--- src/design/dtsc_pkg.sv ---
package dtsc_pkg;

    // Field widths
    localparam int DayW   = 5;
    localparam int MonthW = 4;
    localparam int YearW  = 12;
    localparam int HourW  = 5;
    localparam int MinW   = 6;
    localparam int SecW   = 6;
    localparam int StepW  = 3;

    // Commands carried by an input word
    typedef enum logic [1:0] {
        CMD_START = 2'd0,
        CMD_PLUS  = 2'd1,
        CMD_MINUS = 2'd2,
        CMD_SET   = 2'd3
    } t_cmd;

    // Edit step, one-hot
    typedef enum logic [6:0] {
        ST_IDLE   = 7'b0000001,
        ST_DAY    = 7'b0000010,
        ST_MONTH  = 7'b0000100,
        ST_YEAR   = 7'b0001000,
        ST_HOUR   = 7'b0010000,
        ST_MINUTE = 7'b0100000,
        ST_SECOND = 7'b1000000
    } t_step;

    // Step codes as shown on the result word
    localparam logic [StepW-1:0] CODE_IDLE   = 3'd0;
    localparam logic [StepW-1:0] CODE_DAY    = 3'd1;
    localparam logic [StepW-1:0] CODE_MONTH  = 3'd2;
    localparam logic [StepW-1:0] CODE_YEAR   = 3'd3;
    localparam logic [StepW-1:0] CODE_HOUR   = 3'd4;
    localparam logic [StepW-1:0] CODE_MINUTE = 3'd5;
    localparam logic [StepW-1:0] CODE_SECOND = 3'd6;

    // Register indexes on the config port (paddr[2])
    localparam logic REG_YEAR_FLOOR = 1'b0;
    localparam logic REG_YEAR_CEIL  = 1'b1;

    typedef struct packed {
        logic [DayW-1:0]   day;
        logic [MonthW-1:0] month;
        logic [YearW-1:0]  year;
        logic [HourW-1:0]  hour;
        logic [MinW-1:0]   minute;
        logic [SecW-1:0]   second;
    } t_dt;

    localparam t_dt DtReset = '{
        day:    5'd1,
        month:  4'd5,
        year:   12'd2025,
        hour:   5'd0,
        minute: 6'd0,
        second: 6'd0
    };

    localparam logic [YearW-1:0] YearFloorReset = 12'd2020;
    localparam logic [YearW-1:0] YearCeilReset  = 12'd2050;

    // 2^17 / 25 rounded up; y*Recip25 has low 17 bits below Recip25 iff 25 divides y
    localparam logic [16:0] Recip25 = 17'd5243;

    function automatic logic [StepW-1:0] step_code(input t_step s);
        logic [StepW-1:0] c;
        case (s)
            ST_DAY:    c = CODE_DAY;
            ST_MONTH:  c = CODE_MONTH;
            ST_YEAR:   c = CODE_YEAR;
            ST_HOUR:   c = CODE_HOUR;
            ST_MINUTE: c = CODE_MINUTE;
            ST_SECOND: c = CODE_SECOND;
            default:   c = CODE_IDLE;
        endcase
        return c;
    endfunction

    // Gregorian leap rule: by 4, not by 100 unless by 400 (400 = 16 * 25)
    function automatic logic is_leap(input logic [YearW-1:0] y);
        logic [28:0] prod;
        logic        div25;
        logic        div4;
        logic        div16;
        prod  = {17'd0, y} * {12'd0, Recip25};
        div25 = (prod[16:0] < Recip25);
        div4  = (y[1:0] == 2'd0);
        div16 = (y[3:0] == 4'd0);
        return (div4 && !div25) || (div16 && div25);
    endfunction

    function automatic logic [DayW-1:0] month_len(input logic [MonthW-1:0] m,
                                                  input logic [YearW-1:0]  y);
        logic [DayW-1:0] len;
        case (m)
            4'd2:                     len = is_leap(y) ? 5'd29 : 5'd28;
            4'd4, 4'd6, 4'd9, 4'd11:  len = 5'd30;
            default:                  len = 5'd31;
        endcase
        return len;
    endfunction

endpackage

--- src/design/dtsc_update.sv ---
module dtsc_update (
    input  dtsc_pkg::t_cmd              i_cmd,
    input  dtsc_pkg::t_step             i_step,
    input  dtsc_pkg::t_dt               i_dt,
    input  dtsc_pkg::t_dt               i_load,
    input  logic [dtsc_pkg::YearW-1:0]  i_year_floor,
    input  logic [dtsc_pkg::YearW-1:0]  i_year_ceil,
    output dtsc_pkg::t_step             o_step,
    output dtsc_pkg::t_dt               o_dt,
    output logic                        o_commit
);

    logic                        up;
    logic [dtsc_pkg::DayW-1:0]   day_adj;
    logic [dtsc_pkg::MonthW-1:0] month_adj;
    logic [dtsc_pkg::YearW-1:0]  year_adj;
    logic [dtsc_pkg::DayW-1:0]   lim;
    logic [5:0]                  hr_t;
    logic [6:0]                  min_t;
    logic [6:0]                  sec_t;
    logic [dtsc_pkg::HourW-1:0]  hour_adj;
    logic [dtsc_pkg::MinW-1:0]   minute_adj;
    logic [dtsc_pkg::SecW-1:0]   second_adj;

    // Per-field plus/minus with wrap
    always_comb begin
        up = (i_cmd == dtsc_pkg::CMD_PLUS);

        // day wraps at 31 whatever the month
        if (up) begin
            day_adj = (i_dt.day >= 5'd31) ? 5'd1 : i_dt.day + 5'd1;
        end else begin
            day_adj = (i_dt.day <= 5'd1) ? 5'd31 : i_dt.day - 5'd1;
        end

        if (up) begin
            month_adj = (i_dt.month >= 4'd12) ? i_dt.month - 4'd11 : i_dt.month + 4'd1;
        end else begin
            month_adj = (i_dt.month <= 4'd1) ? 4'd12 : i_dt.month - 4'd1;
        end

        // year window: plus wraps from ceiling to floor, minus from floor to ceiling
        if (up) begin
            year_adj = (i_dt.year < i_year_ceil) ? i_dt.year + 12'd1 : i_year_floor;
        end else begin
            year_adj = (i_dt.year > i_year_floor) ? i_dt.year - 12'd1 : i_year_ceil;
        end

        // hour mod 24; minus adds 23, which may need two subtractions
        hr_t = {1'b0, i_dt.hour} + (up ? 6'd1 : 6'd23);
        if (hr_t >= 6'd48) begin
            hr_t = hr_t - 6'd48;
        end else if (hr_t >= 6'd24) begin
            hr_t = hr_t - 6'd24;
        end
        hour_adj = hr_t[4:0];

        // minute and second mod 60
        min_t = {1'b0, i_dt.minute} + (up ? 7'd1 : 7'd59);
        if (min_t >= 7'd120) begin
            min_t = min_t - 7'd120;
        end else if (min_t >= 7'd60) begin
            min_t = min_t - 7'd60;
        end
        minute_adj = min_t[5:0];

        sec_t = {1'b0, i_dt.second} + (up ? 7'd1 : 7'd59);
        if (sec_t >= 7'd120) begin
            sec_t = sec_t - 7'd120;
        end else if (sec_t >= 7'd60) begin
            sec_t = sec_t - 7'd60;
        end
        second_adj = sec_t[5:0];
    end

    // Command decode and day clamp
    always_comb begin
        o_step   = i_step;
        o_dt     = i_dt;
        o_commit = 1'b0;
        lim      = dtsc_pkg::month_len(month_adj, i_dt.year);
        case (i_cmd)
            dtsc_pkg::CMD_START: begin
                o_dt   = i_load;
                o_step = dtsc_pkg::ST_DAY;
            end
            dtsc_pkg::CMD_PLUS, dtsc_pkg::CMD_MINUS: begin
                case (i_step)
                    dtsc_pkg::ST_DAY: begin
                        o_dt.day = day_adj;
                    end
                    dtsc_pkg::ST_MONTH: begin
                        lim        = dtsc_pkg::month_len(month_adj, i_dt.year);
                        o_dt.month = month_adj;
                        o_dt.day   = (i_dt.day > lim) ? lim : i_dt.day;
                    end
                    dtsc_pkg::ST_YEAR: begin
                        lim       = dtsc_pkg::month_len(i_dt.month, year_adj);
                        o_dt.year = year_adj;
                        if (i_dt.month == 4'd2 && i_dt.day > lim) begin
                            o_dt.day = lim;
                        end
                    end
                    dtsc_pkg::ST_HOUR:   o_dt.hour   = hour_adj;
                    dtsc_pkg::ST_MINUTE: o_dt.minute = minute_adj;
                    dtsc_pkg::ST_SECOND: o_dt.second = second_adj;
                    default: ;
                endcase
            end
            dtsc_pkg::CMD_SET: begin
                case (i_step)
                    dtsc_pkg::ST_DAY:    o_step = dtsc_pkg::ST_MONTH;
                    dtsc_pkg::ST_MONTH:  o_step = dtsc_pkg::ST_YEAR;
                    dtsc_pkg::ST_YEAR:   o_step = dtsc_pkg::ST_HOUR;
                    dtsc_pkg::ST_HOUR:   o_step = dtsc_pkg::ST_MINUTE;
                    dtsc_pkg::ST_MINUTE: o_step = dtsc_pkg::ST_SECOND;
                    dtsc_pkg::ST_SECOND: begin
                        o_step   = dtsc_pkg::ST_IDLE;
                        o_commit = 1'b1;
                    end
                    default:             o_step = dtsc_pkg::ST_IDLE;
                endcase
            end
            default: ;
        endcase
    end

endmodule

--- src/design/date_time_setting_controller.sv ---
// Accepted words go from the input register to the output register, one word per cycle
//   while the output is not stalled; the input register frees each cycle the output register
//   moves, and the edit state is read and written in the same cycle as the update logic.
// Reset (i_rst_n low, synchronous): both stages empty, step idle, date 1.5.2025 00:00:00,
//   year window 2020..2050.
module date_time_setting_controller (
    input  logic                         i_clk,
    input  logic                         i_rst_n,
    // input words
    input  logic                         i_in_valid,
    output logic                         o_in_ready,
    input  logic [1:0]                   i_cmd,
    input  logic [dtsc_pkg::DayW-1:0]    i_load_day,
    input  logic [dtsc_pkg::MonthW-1:0]  i_load_month,
    input  logic [dtsc_pkg::YearW-1:0]   i_load_year,
    input  logic [dtsc_pkg::HourW-1:0]   i_load_hour,
    input  logic [dtsc_pkg::MinW-1:0]    i_load_minute,
    input  logic [dtsc_pkg::SecW-1:0]    i_load_second,
    // result words
    output logic                         o_out_valid,
    input  logic                         i_out_ready,
    output logic [dtsc_pkg::StepW-1:0]   o_step,
    output logic [dtsc_pkg::DayW-1:0]    o_cur_day,
    output logic [dtsc_pkg::MonthW-1:0]  o_cur_month,
    output logic [dtsc_pkg::YearW-1:0]   o_cur_year,
    output logic [dtsc_pkg::HourW-1:0]   o_cur_hour,
    output logic [dtsc_pkg::MinW-1:0]    o_cur_minute,
    output logic [dtsc_pkg::SecW-1:0]    o_cur_second,
    output logic                         o_commit,
    // config port
    input  logic                         psel,
    input  logic                         penable,
    input  logic                         pwrite,
    input  logic [2:0]                   paddr,
    input  logic [31:0]                  pwdata,
    output logic [31:0]                  prdata,
    output logic                         pready
);

    logic                        r_in_valid;
    dtsc_pkg::t_cmd              r_in_cmd;
    dtsc_pkg::t_dt               r_in_load;
    dtsc_pkg::t_step             r_step;
    dtsc_pkg::t_dt               r_dt;
    logic [dtsc_pkg::YearW-1:0]  r_year_floor;
    logic [dtsc_pkg::YearW-1:0]  r_year_ceil;
    logic                        r_out_valid;
    logic [dtsc_pkg::StepW-1:0]  r_out_step;
    dtsc_pkg::t_dt               r_out_dt;
    logic                        r_out_commit;

    dtsc_pkg::t_step             n_step;
    dtsc_pkg::t_dt               n_dt;
    logic                        n_commit;
    logic                        out_free;
    logic                        process;
    logic                        cfg_wr;

    // Handshake
    assign out_free   = !r_out_valid || i_out_ready;
    assign process    = r_in_valid && out_free;
    assign o_in_ready = !r_in_valid || process;

    // Config registers
    assign pready = 1'b1;
    assign cfg_wr = psel && penable && pwrite && pready;
    assign prdata = (paddr[2] == dtsc_pkg::REG_YEAR_CEIL) ? {20'd0, r_year_ceil}
                                                         : {20'd0, r_year_floor};

    always_ff @(posedge i_clk) begin
        if (!i_rst_n) begin
            r_year_floor <= dtsc_pkg::YearFloorReset;
            r_year_ceil  <= dtsc_pkg::YearCeilReset;
        end else if (cfg_wr) begin
            if (paddr[2] == dtsc_pkg::REG_YEAR_CEIL) begin
                r_year_ceil <= pwdata[11:0];
            end else begin
                r_year_floor <= pwdata[11:0];
            end
        end
    end

    // Input register
    always_ff @(posedge i_clk) begin
        if (!i_rst_n) begin
            r_in_valid <= 1'b0;
        end else if (o_in_ready) begin
            r_in_valid <= i_in_valid;
        end
    end

    always_ff @(posedge i_clk) begin
        if (i_in_valid && o_in_ready) begin
            r_in_cmd  <= dtsc_pkg::t_cmd'(i_cmd);
            r_in_load <= '{day: i_load_day, month: i_load_month, year: i_load_year,
                           hour: i_load_hour, minute: i_load_minute,
                           second: i_load_second};
        end
    end

    // Update logic
    dtsc_update u_update (
        .i_cmd        (r_in_cmd),
        .i_step       (r_step),
        .i_dt         (r_dt),
        .i_load       (r_in_load),
        .i_year_floor (r_year_floor),
        .i_year_ceil  (r_year_ceil),
        .o_step       (n_step),
        .o_dt         (n_dt),
        .o_commit     (n_commit)
    );

    // Edit state
    always_ff @(posedge i_clk) begin
        if (!i_rst_n) begin
            r_step <= dtsc_pkg::ST_IDLE;
            r_dt   <= dtsc_pkg::DtReset;
        end else if (process) begin
            r_step <= n_step;
            r_dt   <= n_dt;
        end
    end

    // Output register
    always_ff @(posedge i_clk) begin
        if (!i_rst_n) begin
            r_out_valid <= 1'b0;
        end else if (out_free) begin
            r_out_valid <= r_in_valid;
        end
    end

    always_ff @(posedge i_clk) begin
        if (process) begin
            r_out_step   <= dtsc_pkg::step_code(n_step);
            r_out_dt     <= n_dt;
            r_out_commit <= n_commit;
        end
    end

    assign o_out_valid  = r_out_valid;
    assign o_step       = r_out_step;
    assign o_cur_day    = r_out_dt.day;
    assign o_cur_month  = r_out_dt.month;
    assign o_cur_year   = r_out_dt.year;
    assign o_cur_hour   = r_out_dt.hour;
    assign o_cur_minute = r_out_dt.minute;
    assign o_cur_second = r_out_dt.second;
    assign o_commit     = r_out_commit;

`ifndef SYNTHESIS
    // commit only ever goes out with the step back at idle
    a_commit_idle: assert property (@(posedge i_clk) disable iff (!i_rst_n)
        r_out_valid && r_out_commit |-> r_out_step == dtsc_pkg::CODE_IDLE)
        else $error("commit without idle step");

    // a stalled word in the input register is kept
    a_in_hold: assert property (@(posedge i_clk) disable iff (!i_rst_n)
        r_in_valid && !out_free |=> r_in_valid)
        else $error("input word lost under stall");

    // start always lands in the day step
    a_start_day: assert property (@(posedge i_clk) disable iff (!i_rst_n)
        process && r_in_cmd == dtsc_pkg::CMD_START |=> r_step == dtsc_pkg::ST_DAY)
        else $error("start did not enter day step");

    // a processed word always fills the output register
    a_out_fill: assert property (@(posedge i_clk) disable iff (!i_rst_n)
        process |=> r_out_valid)
        else $error("result word dropped");
`endif

endmodule
--- config.mk ---
export PLATFORM = sky130hd
export DESIGN_NAME = date_time_setting_controller
export DESIGN_NICKNAME = d
export VERILOG_FILES = /design/src/design/dtsc_pkg.sv /design/src/design/dtsc_update.sv /design/src/design/date_time_setting_controller.sv
export SDC_FILE = /design/constraint.sdc
export NUM_CORES = 1
export LEC_CHECK = 0
export ABC_AREA = 1
export ABC_CLOCK_PERIOD_IN_PS = 9000
export BUFFER_PORTS_ARGS = -buffer_cell sky130_fd_sc_hd__buf_2
export CAP_MARGIN = 0
export CORE_ASPECT_RATIO = 1.5
export CORE_MARGIN = 4
export CORE_UTILIZATION = 55
export CTS_CLUSTER_DIAMETER = 150
export DETAILED_ROUTE_END_ITERATION = 8
export GPL_TIMING_DRIVEN = 0
export MAX_ROUTING_LAYER = met4
export PLACE_DENSITY_LB_ADDON = 0.1
export SETUP_SLACK_MARGIN = 0.02
export SYNTH_ARGS = -nofsm -noshare
export SYNTH_HDL_FRONTEND = slang
export SYNTH_SLANG_ARGS = --single-unit
--- constraint.sdc ---
create_clock -name i_clk -period 9 [get_ports i_clk]
set_clock_uncertainty 0.15 [all_clocks]
set_input_delay 1.8 -clock i_clk [delete_from_list [all_inputs] [get_ports i_clk]]
set_output_delay 1.8 -clock i_clk [all_outputs]
set_load 0.01 [all_outputs]
; ---- Word level (Yosys, flattened, before mapping)
; Cells that the tools add are included.
[word_totals]
regBits = 153
latch_bits = 0
ram_bits = 0
rom_bits = 0
inputBits = 82
output_inout_bits = 77
word_cells = 152
mem_count = 0
[op_classes]
addsub = 16
multipliers = 2
n_div = 0
order_cmp = 16
eq_ne = 25
shift = 0
muxes = 39
n_bitwise = 1
reduce_logical = 27
[op_table]
columns = op, n
row1 = $pmux 38 s2, 1
row2 = $mux 5, 13
row3 = $mux 12, 5
row4 = $mux 6, 7
row5 = $pmux 7 s5, 1
row6 = $lt 17x13->1 const B, 2
row7 = $mul 12x13->17 const B, 2
row8 = $sub 6x6->6 const B, 4
row9 = $pmux 5 s2, 2
row10 = $pmux 3 s6, 1
row11 = $eq 4x3->1 const B, 4
row12 = $eq 4x4->1 const B, 4
row13 = $mux 4, 4
row14 = $pmux 5 s3, 1
row15 = $add 6x6->7, 2
row16 = $eq 7x2->1 const B, 2
row17 = $eq 7x3->1 const B, 2
row18 = $eq 7x4->1 const B, 2
row19 = $eq 7x5->1 const B, 2
row20 = $eq 7x6->1 const B, 2
row21 = $eq 7x7->1 const B, 2
row22 = $ge 7x6->1 const B, 2
row23 = $ge 7x7->1 const B, 2
row24 = $pmux 7 s2, 1
row25 = 31 further kinds, 56

; ---- Longest topological paths before layout
[depth]
depth_word = 17
depth_mapped = 53

; ---- Cells and area by module
; A second synthesis with hierarchy kept.
[hier_totals]
hier_cells = 1835
area_unflattened_um2 = 14597.8
[by_module_without_submodules]
columns = module, n_inst, cells_per_inst, area_each_um2
row1 = dtsc_update, 1, 1317, 9059.9
row2 = date_time_setting_controller, 1, 518, 5537.8

; ---- Worst setup path after synthesis
; No wires, ideal clock.
[synth_path]
path_kind = register to register
start = register r_dt[26] in the netlist's numbering
end = register r_out_dt (netlist bit o_cur_day[1]), data pin
setup_ns = 0.259
arrival_time_ns = 7.013
slack_ns = 1.579
stages_incl_launch_ff = 42
n_path_buf = 1
cell_sequence = dfxtp_1 ha_1 a21oi_1 o21ai_1 nor2_2 nand2_4 buf_6 o311ai_0 o21ai_0 fa_1 inv_1 fa_1 fa_1 inv_1 fa_1 inv_1 fa_1 inv_1 [... 6 more ...] o21ai_0 xor2_1 nor2_1 nand3_1 nand2_1 nand2_2 ha_1 inv_1 a21oi_1 nor2_1 and3_1 o21ai_0 nand2_1 nand2_1 o21ai_0 nand2_1 o21ai_0 inv_1
[synth_rtl]
columns = element, line_no
row1 = "start, declared", date_time_setting_controller.sv:44  ; dtsc_pkg::t_dt r_dt;
row2 = "start signal, assigned", date_time_setting_controller.sv:118  ; r_dt <= dtsc_pkg::DtReset;
row3 = "start signal, assigned", date_time_setting_controller.sv:121  ; r_dt <= n_dt;
row4 = "end signal, assigned", date_time_setting_controller.sv:137  ; r_out_dt <= n_dt;
row5 = "end, declared", date_time_setting_controller.sv:49  ; dtsc_pkg::t_dt r_out_dt;

==> results_dict.tcl <==
set metrics [dict create \
    status "completed" \
    fin_util_pct 62.8 \
    syn_to_final_growth_pct 12.2 \
    cellPowerDensity_mw_per_mm2 428 \
    ys_warn_count 0 \
    drc_errors 0 \
    worstSetupPathType "flip-flop to flip-flop" \
    htreeDepth 4 \
    cpMaxStageDelayCell "fa_1" \
    period_needed_ps 8530 \
    grt_pass1_vias 12700 \
    port_buffers 115 \
    nNetsFinal 2326 \
    power_mw 6.98 \
    grt_remaining_overflow 0 \
    antenna_found_initial 0 \
    fp.dieH_um 207 \
    die_w_um 141 \
    drive_above_1_share_pct 12.0 \
    dieArea_mm2 0.0291 \
    finish.instance_area_mm2 0.0163 \
    drv_cap 0 \
    synth_ff_type "edfxtp_1" \
    ys_ff_latch 153 \
    start_util_pct 56.0 \
    cts.reportedPaths.clkPinSlew_ps 70 \
    yosysSeqAreaShare_pct 26.7 \
    maxSlewHeadroom_pct 38.3 \
    critPathArrivalTime_ps 8570 \
    wl_mm 40.3 \
    crit_fanout 10 \
    cts_tree "yes" \
    synth_enable_flop_cells 82 \
    wl_per_cell_um 17.3 \
    syn_area_per_cell_um2 7.97 \
    slew_violations 0 \
    layout_commonest_cell "inv_1" \
    r2r_cells 42 \
    worst_skew_pair.late_latency_ps 450 \
    p_leak_nw 8.14 \
    hpwl_mm 32.2 \
    setup_viol 0 \
    num_vias 12700 \
    rrSetupSlack_ps 470 \
    end_kind "flip-flop" \
    syn_area_mm2 0.0145 \
    reg2reg_from "r_year_ceil[11]" \
    peakVddDrop_uv 657 \
    rsz0062_at_grt "false" \
    cts.sinks 153 \
    crit_required_ps 9050 \
    tns_ps 0 \
    grt_use_total_pct 28.7 \
    ios 159 \
    start_kind "flip-flop" \
    postPlaceCellArea_mm2 0.0156 \
    r2r_end "o_cur_day[1]" \
    cts_made_buffers 17 \
    crit_start "r_year_ceil[11]" \
    holdCritPathClass "flip-flop to flip-flop" \
    ys_async_sr_fraction_pct 0 \
    hold_slack_ps 365 \
    syn_inst 1822 \
    max_freq_ghz 0.117 \
    antenna_cells 0 \
    root_buffer "clkbuf_16" \
    dr.first_iter.drc_count 827 \
    ys_types 58 \
    clock_path_buffers 2 \
    worst_slew_pin_slew_ps 923 \
    drtPass1Iterations 5 \
    mostFrequentLayoutCells "inv_1, nand2_1, ha_1" \
    crit_path_end "o_cur_day[1]" \
    critPathMaxStageDelay_ps 600 \
    cts_hold_buf 0 \
    grt_pass1_wl_mm 64.1 \
    grt_max_degree 41 \
    period_share_pct 94.8 \
    cp_common_cell "inv_1" \
    place.gp.congestion 0.983 \
    via_per_inst 5.45 \
    hold_viol 0 \
    rows 72 \
    core_area_mm2 0.0259 \
    ant_nets 0 \
]
power by group:
| group | leakage (nW) | internal (mW) | total (mW) | switching, mW |
|---|---|---|---|---|
| logic | 6.49 | 2.12 | 5.42 | 3.30 |
| registers | 1.37 | 0.785 | 0.825 | 0.0402 |
| clock network | 0.283 | 0.420 | 0.736 | 0.316 |
worst max-delay path, delay by kind of cell (launching register included):
kind                       cells  cell delay [ps]
adders and majority gates      8             3500
AOI/OAI and AO/OA             11             1890
and+or+nand+nor               13             1490
buffers and inverters          9              650
DFF                            1              410
xor gates and xnor gates       1              150
synthesized netlist by cell type, drive strengths merged (3+ instances only):
cell type | number | share of area, %
a211oi | 9 | 0.47
xor2 | 41 | 2.5
a31oi | 3 | 0.13
inv | 379 | 9.8
buf | 25 | 1.3
o211ai | 18 | 0.93
a21oi | 158 | 5.5
dfxtp | 71 | 9.8
edfxtp | 82 | 17
nand3 | 82 | 2.9
a21o | 6 | 0.31
nand3b | 3 | 0.16
o21ai | 152 | 5.2
nand4 | 17 | 0.94
fa | 85 | 12
ha | 178 | 15
a22oi | 18 | 0.93
o311ai | 3 | 0.18
xnor2 | 13 | 0.78
nand2 | 290 | 7.8
nor3 | 12 | 0.48
nor4 | 5 | 0.51
clkbuf | 39 | 1.0
o22ai | 5 | 0.22
o21bai | 4 | 0.21
or2 | 5 | 0.22
clkinv | 5 | 0.13
nor2 | 100 | 2.7
metal layers:
metal / track usage, % / share of wire, % / vias to the layer above
met4: 15.1 / 5.5 / 0
met1: 31.6 / 39 / 5968
met3: 3.78 / 4.4 / 122
met2: 50.0 / 51 / 394
li1: - / - / 6199
met5: - / 0 / -
repair_timing:
item / CTS / global route
gates resized for setup: 8 / 23
pin swaps: 0 / 1
setup endpoints to repair: 4 / 4
buffers inserted: 0 / 5
final cells by class:
cell class	count	area, µm²
inverters	384	1450
multi-input cells	1240	8950
flip-flops and latches	153	3910
well taps	333	417
clock inverters	12	144
clock buffers	20	447
plain buffers	64	344
fillers	2335	9650
repair buffers	121	633
flip-flops by register name, summed over array words and instances (netlist names), 6 cells and up:
name and count:
o_cur_year 12, r_dt 38, r_year_floor 12, o_cur_second 6, r_in_load 38, r_year_ceil 12
r_step 7, o_cur_minute 6
cells by family after synthesis:
group | after synthesis | synth area share (%)
compound gates | 384 | 14.6
xor+xnor | 54 | 3.31
fa+ha+maj | 263 | 27.1
buf+inv | 448 | 12.3
flops | 153 | 26.7
other cells | 2 | 0.0517
simple gates | 518 | 16.0
worst min path at each step:
stage,from,to,slack [ps],depth (start not counted)
3_5_place_dp,r_year_ceil[9],r_year_ceil[9],350,2
6_report,r_year_ceil[2],r_year_ceil[2],370,2
2_1_floorplan,r_year_ceil[7],r_year_ceil[7],310,2
4_1_cts,r_year_ceil[9],r_year_ceil[9],360,2
5_1_grt,r_year_ceil[3],r_year_ceil[3],400,2
3_3_place_gp,o_out_valid,o_out_valid,340,2
metrics by stage:
step | worst slack [ps] | cells
floorplan | 1580 | 1841
global placement | -395 | 2289
detailed placement | -498 | 2290
CTS | 54.3 | 2322
global route | 24.0 | 2327
finish | 472 | 2327
Power figures use the tool's default switching activity.
